==> config.mk <==
export PLATFORM = sky130hd
export DESIGN_NAME = box_overlap_ratio_flat
export DESIGN_NICKNAME = d
export VERILOG_FILES = /design/src/sv/bor_pkg.sv /design/src/sv/bor_channel_if.sv /design/src/sv/bor_div_stage.sv /design/src/sv/box_overlap_ratio.sv /design/src/flat_wrapper.sv
export SDC_FILE = /design/constraint.sdc
export NUM_CORES = 2
export LEC_CHECK = 0
export CAP_MARGIN = 20
export CORE_ASPECT_RATIO = 0.6
export CORE_MARGIN = 5
export CORE_UTILIZATION = 65
export CTS_CLUSTER_DIAMETER = 200
export DETAILED_ROUTE_END_ITERATION = 6
export DONT_BUFFER_PORTS = 1
export HOLD_SLACK_MARGIN = 0.05
export PLACE_DENSITY = 0.8
export SLEW_MARGIN = 5
export SYNTH_ARGS = -nofsm -noshare
export SYNTH_HDL_FRONTEND = slang
export SYNTH_HIERARCHICAL = 1
export SYNTH_SLANG_ARGS = --single-unit
==> constraint.sdc <==
create_clock -name clock -period 63.7 [get_ports clock]
set_input_delay 9.555 -clock clock [delete_from_list [all_inputs] [get_ports clock]]
set_output_delay 9.555 -clock clock [all_outputs]
set_load 0.05 [all_outputs]
==> src/sv/bor_pkg.sv <==
`timescale 1ns / 1ps
`default_nettype none
// ----------------------------------------------------------------------------
// Box overlap ratio package
// Types shared by the overlap ratio pipeline and its divider stages.
// ----------------------------------------------------------------------------
package bor_pkg;

   // Outcome flags that travel alongside the division through the pipeline.
   typedef struct packed {
      logic invalid;   // a box has a non-positive width or height
      logic zero;      // the boxes do not overlap
      logic full;      // intersection covers the smaller box
   } flags_type;

endpackage
`default_nettype wire

==> src/sv/bor_channel_if.sv <==
`timescale 1ns / 1ps
`default_nettype none
// ----------------------------------------------------------------------------
// Box overlap ratio channels
// Valid/ready channels for box pair requests and ratio responses.
// ----------------------------------------------------------------------------
interface bor_req_if #(
   parameter int COORD_BITS = 16
) ();
   logic                         valid;
   logic                         ready;
   logic signed [COORD_BITS-1:0] a_left;
   logic signed [COORD_BITS-1:0] a_top;
   logic signed [COORD_BITS-1:0] a_width;
   logic signed [COORD_BITS-1:0] a_height;
   logic signed [COORD_BITS-1:0] b_left;
   logic signed [COORD_BITS-1:0] b_top;
   logic signed [COORD_BITS-1:0] b_width;
   logic signed [COORD_BITS-1:0] b_height;

   modport source (
      output valid, a_left, a_top, a_width, a_height,
      output b_left, b_top, b_width, b_height,
      input  ready
   );
   modport sink (
      input  valid, a_left, a_top, a_width, a_height,
      input  b_left, b_top, b_width, b_height,
      output ready
   );
endinterface

interface bor_rsp_if #(
   parameter int FRAC_BITS = 16
) ();
   logic                 valid;
   logic                 ready;
   logic [FRAC_BITS:0]   ratio;
   logic                 invalid;

   modport source (output valid, ratio, invalid, input ready);
   modport sink (input valid, ratio, invalid, output ready);
endinterface
`default_nettype wire

==> src/sv/bor_div_stage.sv <==
`timescale 1ns / 1ps
`default_nettype none
// ----------------------------------------------------------------------------
// Box overlap ratio divider stage
// One registered step of a restoring fraction divider with valid/ready flow.
// ----------------------------------------------------------------------------
module bor_div_stage #(
   parameter int AREA_BITS = 30,
   parameter int FRAC_BITS = 16
) (
   input  wire logic                 clock,
   input  wire logic                 reset,
   input  wire logic                 in_valid,
   output logic                      in_ready,
   input  wire logic [AREA_BITS-1:0] in_rem,
   input  wire logic [AREA_BITS-1:0] in_den,
   input  wire logic [FRAC_BITS-1:0] in_quo,
   input  wire bor_pkg::flags_type   in_flags,
   output logic                      out_valid,
   input  wire logic                 out_ready,
   output logic [AREA_BITS-1:0]      out_rem,
   output logic [AREA_BITS-1:0]      out_den,
   output logic [FRAC_BITS-1:0]      out_quo,
   output bor_pkg::flags_type        out_flags
);

   logic                 valid_ff;
   logic [AREA_BITS-1:0] rem_ff;
   logic [AREA_BITS-1:0] rem_in;
   logic [AREA_BITS-1:0] den_ff;
   logic [FRAC_BITS-1:0] quo_ff;
   logic [FRAC_BITS-1:0] quo_in;
   bor_pkg::flags_type   flags_ff;
   logic [AREA_BITS:0]   shifted;
   logic [AREA_BITS:0]   diff;
   logic                 take;

   assign in_ready = !valid_ff || out_ready;

   // The partial remainder stays below the divisor, so the doubled value
   // fits in one extra bit and the difference fits back in the area width.
   always_comb begin
      shifted = {in_rem, 1'b0};
      diff    = shifted - {1'b0, in_den};
      take    = (shifted >= {1'b0, in_den});
      rem_in  = take ? diff[AREA_BITS-1:0] : shifted[AREA_BITS-1:0];
      quo_in  = {in_quo[FRAC_BITS-2:0], take};
   end

   always_ff @(posedge clock) begin
      if (reset) begin
         valid_ff <= 1'b0;
      end else if (in_ready) begin
         valid_ff <= in_valid;
      end
   end

   always_ff @(posedge clock) begin
      if (in_ready) begin
         rem_ff   <= rem_in;
         den_ff   <= in_den;
         quo_ff   <= quo_in;
         flags_ff <= in_flags;
      end
   end

   assign out_valid = valid_ff;
   assign out_rem   = rem_ff;
   assign out_den   = den_ff;
   assign out_quo   = quo_ff;
   assign out_flags = flags_ff;

endmodule
`default_nettype wire

==> src/sv/box_overlap_ratio.sv <==
`timescale 1ns / 1ps
`default_nettype none
// Throughput: one box pair per cycle while the response side does not stall;
// every stage holds one transaction. The depth comes from five front stages
// (edges, bounds, extents, area multipliers, minimum area), one restoring
// divider stage per fraction bit and the response register.
// A stalled response backs up stage by stage; bubbles are squeezed out.
// Reset is synchronous and clears only the valid bit of each stage.
// ----------------------------------------------------------------------------
// Box overlap ratio
// Intersection area over the smaller box area, unsigned fixed point, pipelined.
// ----------------------------------------------------------------------------
module box_overlap_ratio #(
   parameter int COORD_BITS = 16,
   parameter int FRAC_BITS  = 16
) (
   input  wire logic clock,
   input  wire logic reset,
   bor_req_if.sink   req_ch,
   bor_rsp_if.source rsp_ch
);

   localparam int EdgeBits = COORD_BITS + 2;
   localparam int SizeBits = COORD_BITS - 1;
   localparam int AreaBits = 2 * SizeBits;
   localparam logic [FRAC_BITS:0] RatioOne = {1'b1, {FRAC_BITS{1'b0}}};

   // ---------------- Stage 1: box edges ----------------
   logic                       s1_valid_ff;
   logic                       s1_ready;
   logic signed [EdgeBits-1:0] s1_al_ff, s1_at_ff, s1_bl_ff, s1_bt_ff;
   logic signed [EdgeBits-1:0] s1_ar_ff, s1_ab_ff, s1_br_ff, s1_bb_ff;
   logic signed [EdgeBits-1:0] s1_al_in, s1_at_in, s1_bl_in, s1_bt_in;
   logic signed [EdgeBits-1:0] s1_aw_x, s1_ah_x, s1_bw_x, s1_bh_x;
   logic [SizeBits-1:0]        s1_aw_ff, s1_ah_ff, s1_bw_ff, s1_bh_ff;
   logic                       s1_inv_ff;
   logic                       s1_inv_in;

   // ---------------- Stage 2: intersection bounds ----------------
   logic                       s2_valid_ff;
   logic                       s2_ready;
   logic signed [EdgeBits-1:0] s2_il_ff, s2_ir_ff, s2_it_ff, s2_ib_ff;
   logic [SizeBits-1:0]        s2_aw_ff, s2_ah_ff, s2_bw_ff, s2_bh_ff;
   logic                       s2_inv_ff;

   // ---------------- Stage 3: intersection extents ----------------
   logic                       s3_valid_ff;
   logic                       s3_ready;
   logic signed [EdgeBits-1:0] s3_ew_x, s3_eh_x;
   logic [SizeBits-1:0]        s3_ew_ff, s3_eh_ff;
   logic [SizeBits-1:0]        s3_aw_ff, s3_ah_ff, s3_bw_ff, s3_bh_ff;
   logic                       s3_inv_ff;
   logic                       s3_ovl_ff;

   // ---------------- Stage 4: areas ----------------
   logic                       s4_valid_ff;
   logic                       s4_ready;
   logic [AreaBits-1:0]        s4_ia_ff, s4_aa_ff, s4_ba_ff;
   logic                       s4_inv_ff;
   logic                       s4_ovl_ff;

   // ---------------- Stage 5: smaller area and outcome flags ----------------
   logic                       s5_valid_ff;
   logic                       s5_ready;
   logic [AreaBits-1:0]        s5_ia_ff, s5_ma_ff;
   logic [AreaBits-1:0]        s5_ma_in;
   bor_pkg::flags_type         s5_flags_ff;
   bor_pkg::flags_type         s5_flags_in;

   // ---------------- Divider chain and response register ----------------
   logic                       dv_valid [FRAC_BITS+1];
   logic                       dv_ready [FRAC_BITS+1];
   logic [AreaBits-1:0]        dv_rem   [FRAC_BITS+1];
   logic [AreaBits-1:0]        dv_den   [FRAC_BITS+1];
   logic [FRAC_BITS-1:0]       dv_quo   [FRAC_BITS+1];
   bor_pkg::flags_type         dv_flags [FRAC_BITS+1];

   logic                       out_valid_ff;
   logic                       out_ready;
   logic [FRAC_BITS:0]         out_ratio_ff;
   logic [FRAC_BITS:0]         out_ratio_in;
   logic                       out_inv_ff;

   // Stage 1 -----------------------------------------------------------------
   assign s1_ready     = !s1_valid_ff || s2_ready;
   assign req_ch.ready = s1_ready;

   always_comb begin
      s1_al_in  = EdgeBits'(req_ch.a_left);
      s1_at_in  = EdgeBits'(req_ch.a_top);
      s1_bl_in  = EdgeBits'(req_ch.b_left);
      s1_bt_in  = EdgeBits'(req_ch.b_top);
      s1_aw_x   = EdgeBits'(req_ch.a_width);
      s1_ah_x   = EdgeBits'(req_ch.a_height);
      s1_bw_x   = EdgeBits'(req_ch.b_width);
      s1_bh_x   = EdgeBits'(req_ch.b_height);
      s1_inv_in = req_ch.a_width[COORD_BITS-1]  || (req_ch.a_width == '0)  ||
                  req_ch.a_height[COORD_BITS-1] || (req_ch.a_height == '0) ||
                  req_ch.b_width[COORD_BITS-1]  || (req_ch.b_width == '0)  ||
                  req_ch.b_height[COORD_BITS-1] || (req_ch.b_height == '0);
   end

   always_ff @(posedge clock) begin
      if (reset) begin
         s1_valid_ff <= 1'b0;
      end else if (s1_ready) begin
         s1_valid_ff <= req_ch.valid;
      end
   end

   // Right and bottom edges are inclusive, hence the minus one.
   always_ff @(posedge clock) begin
      if (s1_ready) begin
         s1_al_ff  <= s1_al_in;
         s1_at_ff  <= s1_at_in;
         s1_bl_ff  <= s1_bl_in;
         s1_bt_ff  <= s1_bt_in;
         s1_ar_ff  <= s1_al_in + s1_aw_x - EdgeBits'(1);
         s1_ab_ff  <= s1_at_in + s1_ah_x - EdgeBits'(1);
         s1_br_ff  <= s1_bl_in + s1_bw_x - EdgeBits'(1);
         s1_bb_ff  <= s1_bt_in + s1_bh_x - EdgeBits'(1);
         s1_aw_ff  <= req_ch.a_width[SizeBits-1:0];
         s1_ah_ff  <= req_ch.a_height[SizeBits-1:0];
         s1_bw_ff  <= req_ch.b_width[SizeBits-1:0];
         s1_bh_ff  <= req_ch.b_height[SizeBits-1:0];
         s1_inv_ff <= s1_inv_in;
      end
   end

   // Stage 2 -----------------------------------------------------------------
   assign s2_ready = !s2_valid_ff || s3_ready;

   always_ff @(posedge clock) begin
      if (reset) begin
         s2_valid_ff <= 1'b0;
      end else if (s2_ready) begin
         s2_valid_ff <= s1_valid_ff;
      end
   end

   always_ff @(posedge clock) begin
      if (s2_ready) begin
         s2_il_ff  <= (s1_al_ff > s1_bl_ff) ? s1_al_ff : s1_bl_ff;
         s2_ir_ff  <= (s1_ar_ff < s1_br_ff) ? s1_ar_ff : s1_br_ff;
         s2_it_ff  <= (s1_at_ff > s1_bt_ff) ? s1_at_ff : s1_bt_ff;
         s2_ib_ff  <= (s1_ab_ff < s1_bb_ff) ? s1_ab_ff : s1_bb_ff;
         s2_aw_ff  <= s1_aw_ff;
         s2_ah_ff  <= s1_ah_ff;
         s2_bw_ff  <= s1_bw_ff;
         s2_bh_ff  <= s1_bh_ff;
         s2_inv_ff <= s1_inv_ff;
      end
   end

   // Stage 3 -----------------------------------------------------------------
   assign s3_ready = !s3_valid_ff || s4_ready;

   // When the boxes overlap, each extent is at most the smaller box size,
   // which always fits the positive range of a size field.
   always_comb begin
      s3_ew_x = s2_ir_ff - s2_il_ff + EdgeBits'(1);
      s3_eh_x = s2_ib_ff - s2_it_ff + EdgeBits'(1);
   end

   always_ff @(posedge clock) begin
      if (reset) begin
         s3_valid_ff <= 1'b0;
      end else if (s3_ready) begin
         s3_valid_ff <= s2_valid_ff;
      end
   end

   always_ff @(posedge clock) begin
      if (s3_ready) begin
         s3_ew_ff  <= s3_ew_x[SizeBits-1:0];
         s3_eh_ff  <= s3_eh_x[SizeBits-1:0];
         s3_aw_ff  <= s2_aw_ff;
         s3_ah_ff  <= s2_ah_ff;
         s3_bw_ff  <= s2_bw_ff;
         s3_bh_ff  <= s2_bh_ff;
         s3_inv_ff <= s2_inv_ff;
         s3_ovl_ff <= (s2_il_ff <= s2_ir_ff) && (s2_it_ff <= s2_ib_ff);
      end
   end

   // Stage 4 -----------------------------------------------------------------
   assign s4_ready = !s4_valid_ff || s5_ready;

   always_ff @(posedge clock) begin
      if (reset) begin
         s4_valid_ff <= 1'b0;
      end else if (s4_ready) begin
         s4_valid_ff <= s3_valid_ff;
      end
   end

   always_ff @(posedge clock) begin
      if (s4_ready) begin
         s4_ia_ff  <= AreaBits'(s3_ew_ff) * AreaBits'(s3_eh_ff);
         s4_aa_ff  <= AreaBits'(s3_aw_ff) * AreaBits'(s3_ah_ff);
         s4_ba_ff  <= AreaBits'(s3_bw_ff) * AreaBits'(s3_bh_ff);
         s4_inv_ff <= s3_inv_ff;
         s4_ovl_ff <= s3_ovl_ff;
      end
   end

   // Stage 5 -----------------------------------------------------------------
   // Containment makes the intersection equal the smaller area, so the
   // single area compare also covers that case.
   assign s5_ready = !s5_valid_ff || dv_ready[0];

   always_comb begin
      s5_ma_in            = (s4_aa_ff < s4_ba_ff) ? s4_aa_ff : s4_ba_ff;
      s5_flags_in.invalid = s4_inv_ff;
      s5_flags_in.zero    = !s4_ovl_ff;
      s5_flags_in.full    = (s4_ia_ff >= s5_ma_in);
   end

   always_ff @(posedge clock) begin
      if (reset) begin
         s5_valid_ff <= 1'b0;
      end else if (s5_ready) begin
         s5_valid_ff <= s4_valid_ff;
      end
   end

   always_ff @(posedge clock) begin
      if (s5_ready) begin
         s5_ia_ff    <= s4_ia_ff;
         s5_ma_ff    <= s5_ma_in;
         s5_flags_ff <= s5_flags_in;
      end
   end

   // Divider chain: one quotient bit per stage ---------------------------------
   assign dv_valid[0] = s5_valid_ff;
   assign dv_rem[0]   = s5_ia_ff;
   assign dv_den[0]   = s5_ma_ff;
   assign dv_quo[0]   = '0;
   assign dv_flags[0] = s5_flags_ff;
   assign dv_ready[FRAC_BITS] = out_ready;

   for (genvar gi = 0; gi < FRAC_BITS; gi++) begin : g_div
      bor_div_stage #(
         .AREA_BITS (AreaBits),
         .FRAC_BITS (FRAC_BITS)
      ) u_stage (
         .clock     (clock),
         .reset     (reset),
         .in_valid  (dv_valid[gi]),
         .in_ready  (dv_ready[gi]),
         .in_rem    (dv_rem[gi]),
         .in_den    (dv_den[gi]),
         .in_quo    (dv_quo[gi]),
         .in_flags  (dv_flags[gi]),
         .out_valid (dv_valid[gi+1]),
         .out_ready (dv_ready[gi+1]),
         .out_rem   (dv_rem[gi+1]),
         .out_den   (dv_den[gi+1]),
         .out_quo   (dv_quo[gi+1]),
         .out_flags (dv_flags[gi+1])
      );
   end

   // Response register ---------------------------------------------------------
   assign out_ready = !out_valid_ff || rsp_ch.ready;

   always_comb begin
      if (dv_flags[FRAC_BITS].invalid || dv_flags[FRAC_BITS].zero) begin
         out_ratio_in = '0;
      end else if (dv_flags[FRAC_BITS].full) begin
         out_ratio_in = RatioOne;
      end else begin
         out_ratio_in = {1'b0, dv_quo[FRAC_BITS]};
      end
   end

   always_ff @(posedge clock) begin
      if (reset) begin
         out_valid_ff <= 1'b0;
      end else if (out_ready) begin
         out_valid_ff <= dv_valid[FRAC_BITS];
      end
   end

   always_ff @(posedge clock) begin
      if (out_ready) begin
         out_ratio_ff <= out_ratio_in;
         out_inv_ff   <= dv_flags[FRAC_BITS].invalid;
      end
   end

   assign rsp_ch.valid   = out_valid_ff;
   assign rsp_ch.ratio   = out_ratio_ff;
   assign rsp_ch.invalid = out_inv_ff;

   // Assertions ---------------------------------------------------------------
   a_invalid_zero : assert property (@(posedge clock) disable iff (reset)
      rsp_ch.valid && rsp_ch.invalid |-> rsp_ch.ratio == '0)
      else $error("invalid response carries a nonzero ratio");

   a_ratio_max : assert property (@(posedge clock) disable iff (reset)
      rsp_ch.valid && rsp_ch.ratio[FRAC_BITS] |-> rsp_ch.ratio[FRAC_BITS-1:0] == '0)
      else $error("ratio exceeds 1.0");

   a_stall_only_when_full : assert property (@(posedge clock) disable iff (reset)
      !req_ch.ready |-> rsp_ch.valid && !rsp_ch.ready)
      else $error("request side stalled while response side can move");

   a_out_load : assert property (@(posedge clock) disable iff (reset)
      out_ready && dv_valid[FRAC_BITS] |=> rsp_ch.valid)
      else $error("finished transaction lost before the response register");

endmodule
`default_nettype wire

==> src/flat_wrapper.sv <==
// flat-port wrapper written by rule: the top's interface ports become plain ports
module box_overlap_ratio_flat 
#(
   parameter int COORD_BITS = 16,
   parameter int FRAC_BITS  = 16
)
  (clock, reset, req_ch_valid, req_ch_a_left, req_ch_a_top, req_ch_a_width, req_ch_a_height, req_ch_b_left, req_ch_b_top, req_ch_b_width, req_ch_b_height, req_ch_ready, rsp_ch_valid, rsp_ch_ratio, rsp_ch_invalid, rsp_ch_ready);
  bor_req_if #(.COORD_BITS(COORD_BITS)) req_ch_i ();
  bor_rsp_if #(.FRAC_BITS(FRAC_BITS)) rsp_ch_i ();
  input  wire logic clock;
  input  wire logic reset;
  input wire logic [$bits(req_ch_i.valid)-1:0] req_ch_valid;
  input wire logic [$bits(req_ch_i.a_left)-1:0] req_ch_a_left;
  input wire logic [$bits(req_ch_i.a_top)-1:0] req_ch_a_top;
  input wire logic [$bits(req_ch_i.a_width)-1:0] req_ch_a_width;
  input wire logic [$bits(req_ch_i.a_height)-1:0] req_ch_a_height;
  input wire logic [$bits(req_ch_i.b_left)-1:0] req_ch_b_left;
  input wire logic [$bits(req_ch_i.b_top)-1:0] req_ch_b_top;
  input wire logic [$bits(req_ch_i.b_width)-1:0] req_ch_b_width;
  input wire logic [$bits(req_ch_i.b_height)-1:0] req_ch_b_height;
  output wire logic [$bits(req_ch_i.ready)-1:0] req_ch_ready;
  output wire logic [$bits(rsp_ch_i.valid)-1:0] rsp_ch_valid;
  output wire logic [$bits(rsp_ch_i.ratio)-1:0] rsp_ch_ratio;
  output wire logic [$bits(rsp_ch_i.invalid)-1:0] rsp_ch_invalid;
  input wire logic [$bits(rsp_ch_i.ready)-1:0] rsp_ch_ready;
  assign req_ch_i.valid = req_ch_valid;
  assign req_ch_i.a_left = req_ch_a_left;
  assign req_ch_i.a_top = req_ch_a_top;
  assign req_ch_i.a_width = req_ch_a_width;
  assign req_ch_i.a_height = req_ch_a_height;
  assign req_ch_i.b_left = req_ch_b_left;
  assign req_ch_i.b_top = req_ch_b_top;
  assign req_ch_i.b_width = req_ch_b_width;
  assign req_ch_i.b_height = req_ch_b_height;
  assign req_ch_ready = req_ch_i.ready;
  assign rsp_ch_valid = rsp_ch_i.valid;
  assign rsp_ch_ratio = rsp_ch_i.ratio;
  assign rsp_ch_invalid = rsp_ch_i.invalid;
  assign rsp_ch_i.ready = rsp_ch_ready;
  box_overlap_ratio #(.COORD_BITS(COORD_BITS), .FRAC_BITS(FRAC_BITS)) u_core (.clock(clock), .reset(reset), .req_ch(req_ch_i), .rsp_ch(rsp_ch_i));
endmodule
==> results.yml <==
placed_design:
  worst_slack_at_placement_ns: 32.74
  detail_placement_hpwl_mm: 260
  routabilityCongestion: 0.962
  post_dp_cell_area_um2: 123000
  io_buffer_count: 0
setup_path:
  worst_endpoint_required_time_ns: 54.15
  crit_path_end_kind: "output port"
  crit-reg2reg-launch: "u_core/rsp_ch.valid"
  worstSetupStartpointType: "input port"
  worst-path-max-fanout: 79
  ff2ff_setup_slack_ns: 49.66
  worst-r2r-cell-count: 27
  critical_path_arrival_ns: 21.33
  r2r_end: "u_core/s1_ab_ff[12]"
  critical_path_class: "input port to output port"
sta:
  setup_viol: 0
  final_min_period_over_clock_period: 0.485
  worst_margin_pin_slew_ns: 1.05
  final_hold_viol_count: 0
  finalHoldWorstSlack_ns: 0.391
  timing.max_slew.rel_slack: 0.300
  setup_tns_ns: 0
  finalClockSkew_ns: 0.0638
  rsz_0062_raised_after_global_routing: "false"
  achievable_clock_frequency_ghz: 0.0324
  layout_min_cycle_time_ns: 30.89
  setup_slack_ns: 32.81
  timing.final.max_slew_violations: 0
die:
  chipHeight_um: 344
  initial_utilization: 0.654
  placeableCoreArea_um2: 184000
  floorplan.die.width_um: 566
  ioPinCount: 152
  fp.dieArea_um2: 195000
  total_number_of_placement_rows: 122
grt:
  vias_in_the_first_global_route: 77900
  grt_antenna_before_repair: 29
  grt_overflow_total: 0
  pin_count_of_the_biggest_net_entering_global_routing: 161
  groute.usage.overall: 0.331
  grt_first_pass_wirelength_mm: 489
hold_path:
  worst_hold_path.endpoint: "u_core/g_div[8].u_stage/out_quo[1]"
  hold_path_origin: "u_core/g_div[7].u_stage/out_quo[0]"
  hp-class: "register to register"
  min_path_cells: 0
clock_network:
  cts.sinks: 1697
  clockBufferDepth: 4
  clkTransAtPathRegs_ns: 0.07
  h-tree-depth: 4
  clockRootBuffer: "clkbuf_16"
  cts_tree: "done"
  cts.repair_timing.setup_buffer_count: 0
  post_cts.resized_instances: 0
  hold_buffers: 0
  clk-insertion-delay-late_ns: 0.83
  cts_inserted_buffers: 163
detailed_routing:
  drt_pre_antenna_iters: 6
  wl_mm: 327
  routed_via_density: 6.29
  drt-initial-drc-count: 10700
  route.vias.total: 82700
  post-route-drc-count: 0
  drtAntennaViolNets: 0
  wl_per_cell_um: 24.9
yosys:
  yosys_warns: 6
  synthCells: 10600
  synthesis.nets: 12400
  postSynthAreaPerCell_um2: 11.3
  syn_area_um2: 121000
cells_and_area:
  footprint_of_the_multi_input_gates_um2: 62300
  drive_above_1_share: 0.0932
  nNetsFinal: 12300
  area.growth.synth_to_final_pct: 6.02
  finalInstanceArea_um2: 128000
  register_area_um2: 50700
  filler_cell_count: 13300
outcome:
  run_status: "finished clean"
flow_run:
  cap_violations: 0
-- state kept, by name, summed over array words and instances, names as in the netlist, 30 cells and up --
name,count
u_core/s5_ma_ff,30
u_core/g_div.u_stage/out_quo,136
u_core/g_div.u_stage/out_flags,48
u_core/g_div.u_stage/out_den,450
u_core/g_div.u_stage/out_rem,450
u_core/s4_ba_ff,30
u_core/s4_ia_ff,30
u_core/s4_aa_ff,30
u_core/s5_ia_ff,30
-- layer usage --
layer  vias up  part of all wire  global-route usage
met5         -           0.00025                   0
li1      37100                 -                   -
met1     40700              0.47               0.556
met4        10             0.014              0.0457
met2      4560              0.37               0.416
met3       366              0.14               0.105
-- how the worst max path moves through the flow --
stage | depth (start not counted) | from | slack [ns] | to
6_report | 25 | rsp_ch_ready | 32.81 | req_ch_ready
5_1_grt | 25 | rsp_ch_ready | 32.00 | req_ch_ready
4_1_cts | 25 | rsp_ch_ready | 32.74 | req_ch_ready
3_5_place_dp | 25 | rsp_ch_ready | 32.74 | req_ch_ready
3_3_place_gp | 25 | rsp_ch_ready | 33.19 | req_ch_ready
2_1_floorplan | 20 | rsp_ch_ready | 9.29 | req_ch_ready
-- layout by cell type (no fill, tap or decap), types with 196 or more instances in the layout --
cell type and instances:
xor2_1 228, nand2_1 687, mux2_4 420, edfxtp_1 1675, nor2_1 285, a21o_1 393
o21ai_0 258, a21oi_1 623, and2_1 405, nand3_1 196, xnor2_1 337, fa_1 524
ha_1 1103, inv_1 1625
-- through the flow --
stage	util	instances
after CTS	0.693	13100
after floorplan	-	10600
after global placement	0.665	12900
final	0.693	13100
after detailed placement	0.665	12900
after global routing	0.693	13100
-- worst max-delay path, stage by stage --
cell and delay, ns:
nand2b_1 0.71, nand2b_1 0.80, nand2b_4 0.57, nand2b_4 0.87, nand2b_4 0.93, nand2b_4 0.29, nand2b_4 0.22, nand2b_4 0.26
nand2b_4 0.78, nand2b_4 0.91, nand2b_2 0.26, buf_4 0.69, nand2b_2 0.26, buf_4 0.70, nand2b_2 0.28, nand2b_2 0.12
buf_4 0.65, nand2b_2 0.26, nand2b_2 0.11, buf_4 0.64, nand2b_2 0.27, nor2b_1 0.05, buf_4 0.19, and3_1 0.33
nand3_4 0.30
-- layout make-up --
cell class                      instances  area share
Timing Repair Buffer                   37     0.00225
Sequential cell                      1697       0.397
Inverter                             1627      0.0478
Antenna cell                            3   0.0000587
Multi-Input combinational cell       7010       0.487
Clock inverter                        106     0.00860
Clock buffer                          182      0.0327
Tap cell                             2480      0.0243
Power is not shown: default switching activity piles up to over one toggle a cycle in this logic, so the estimate is an artifact.
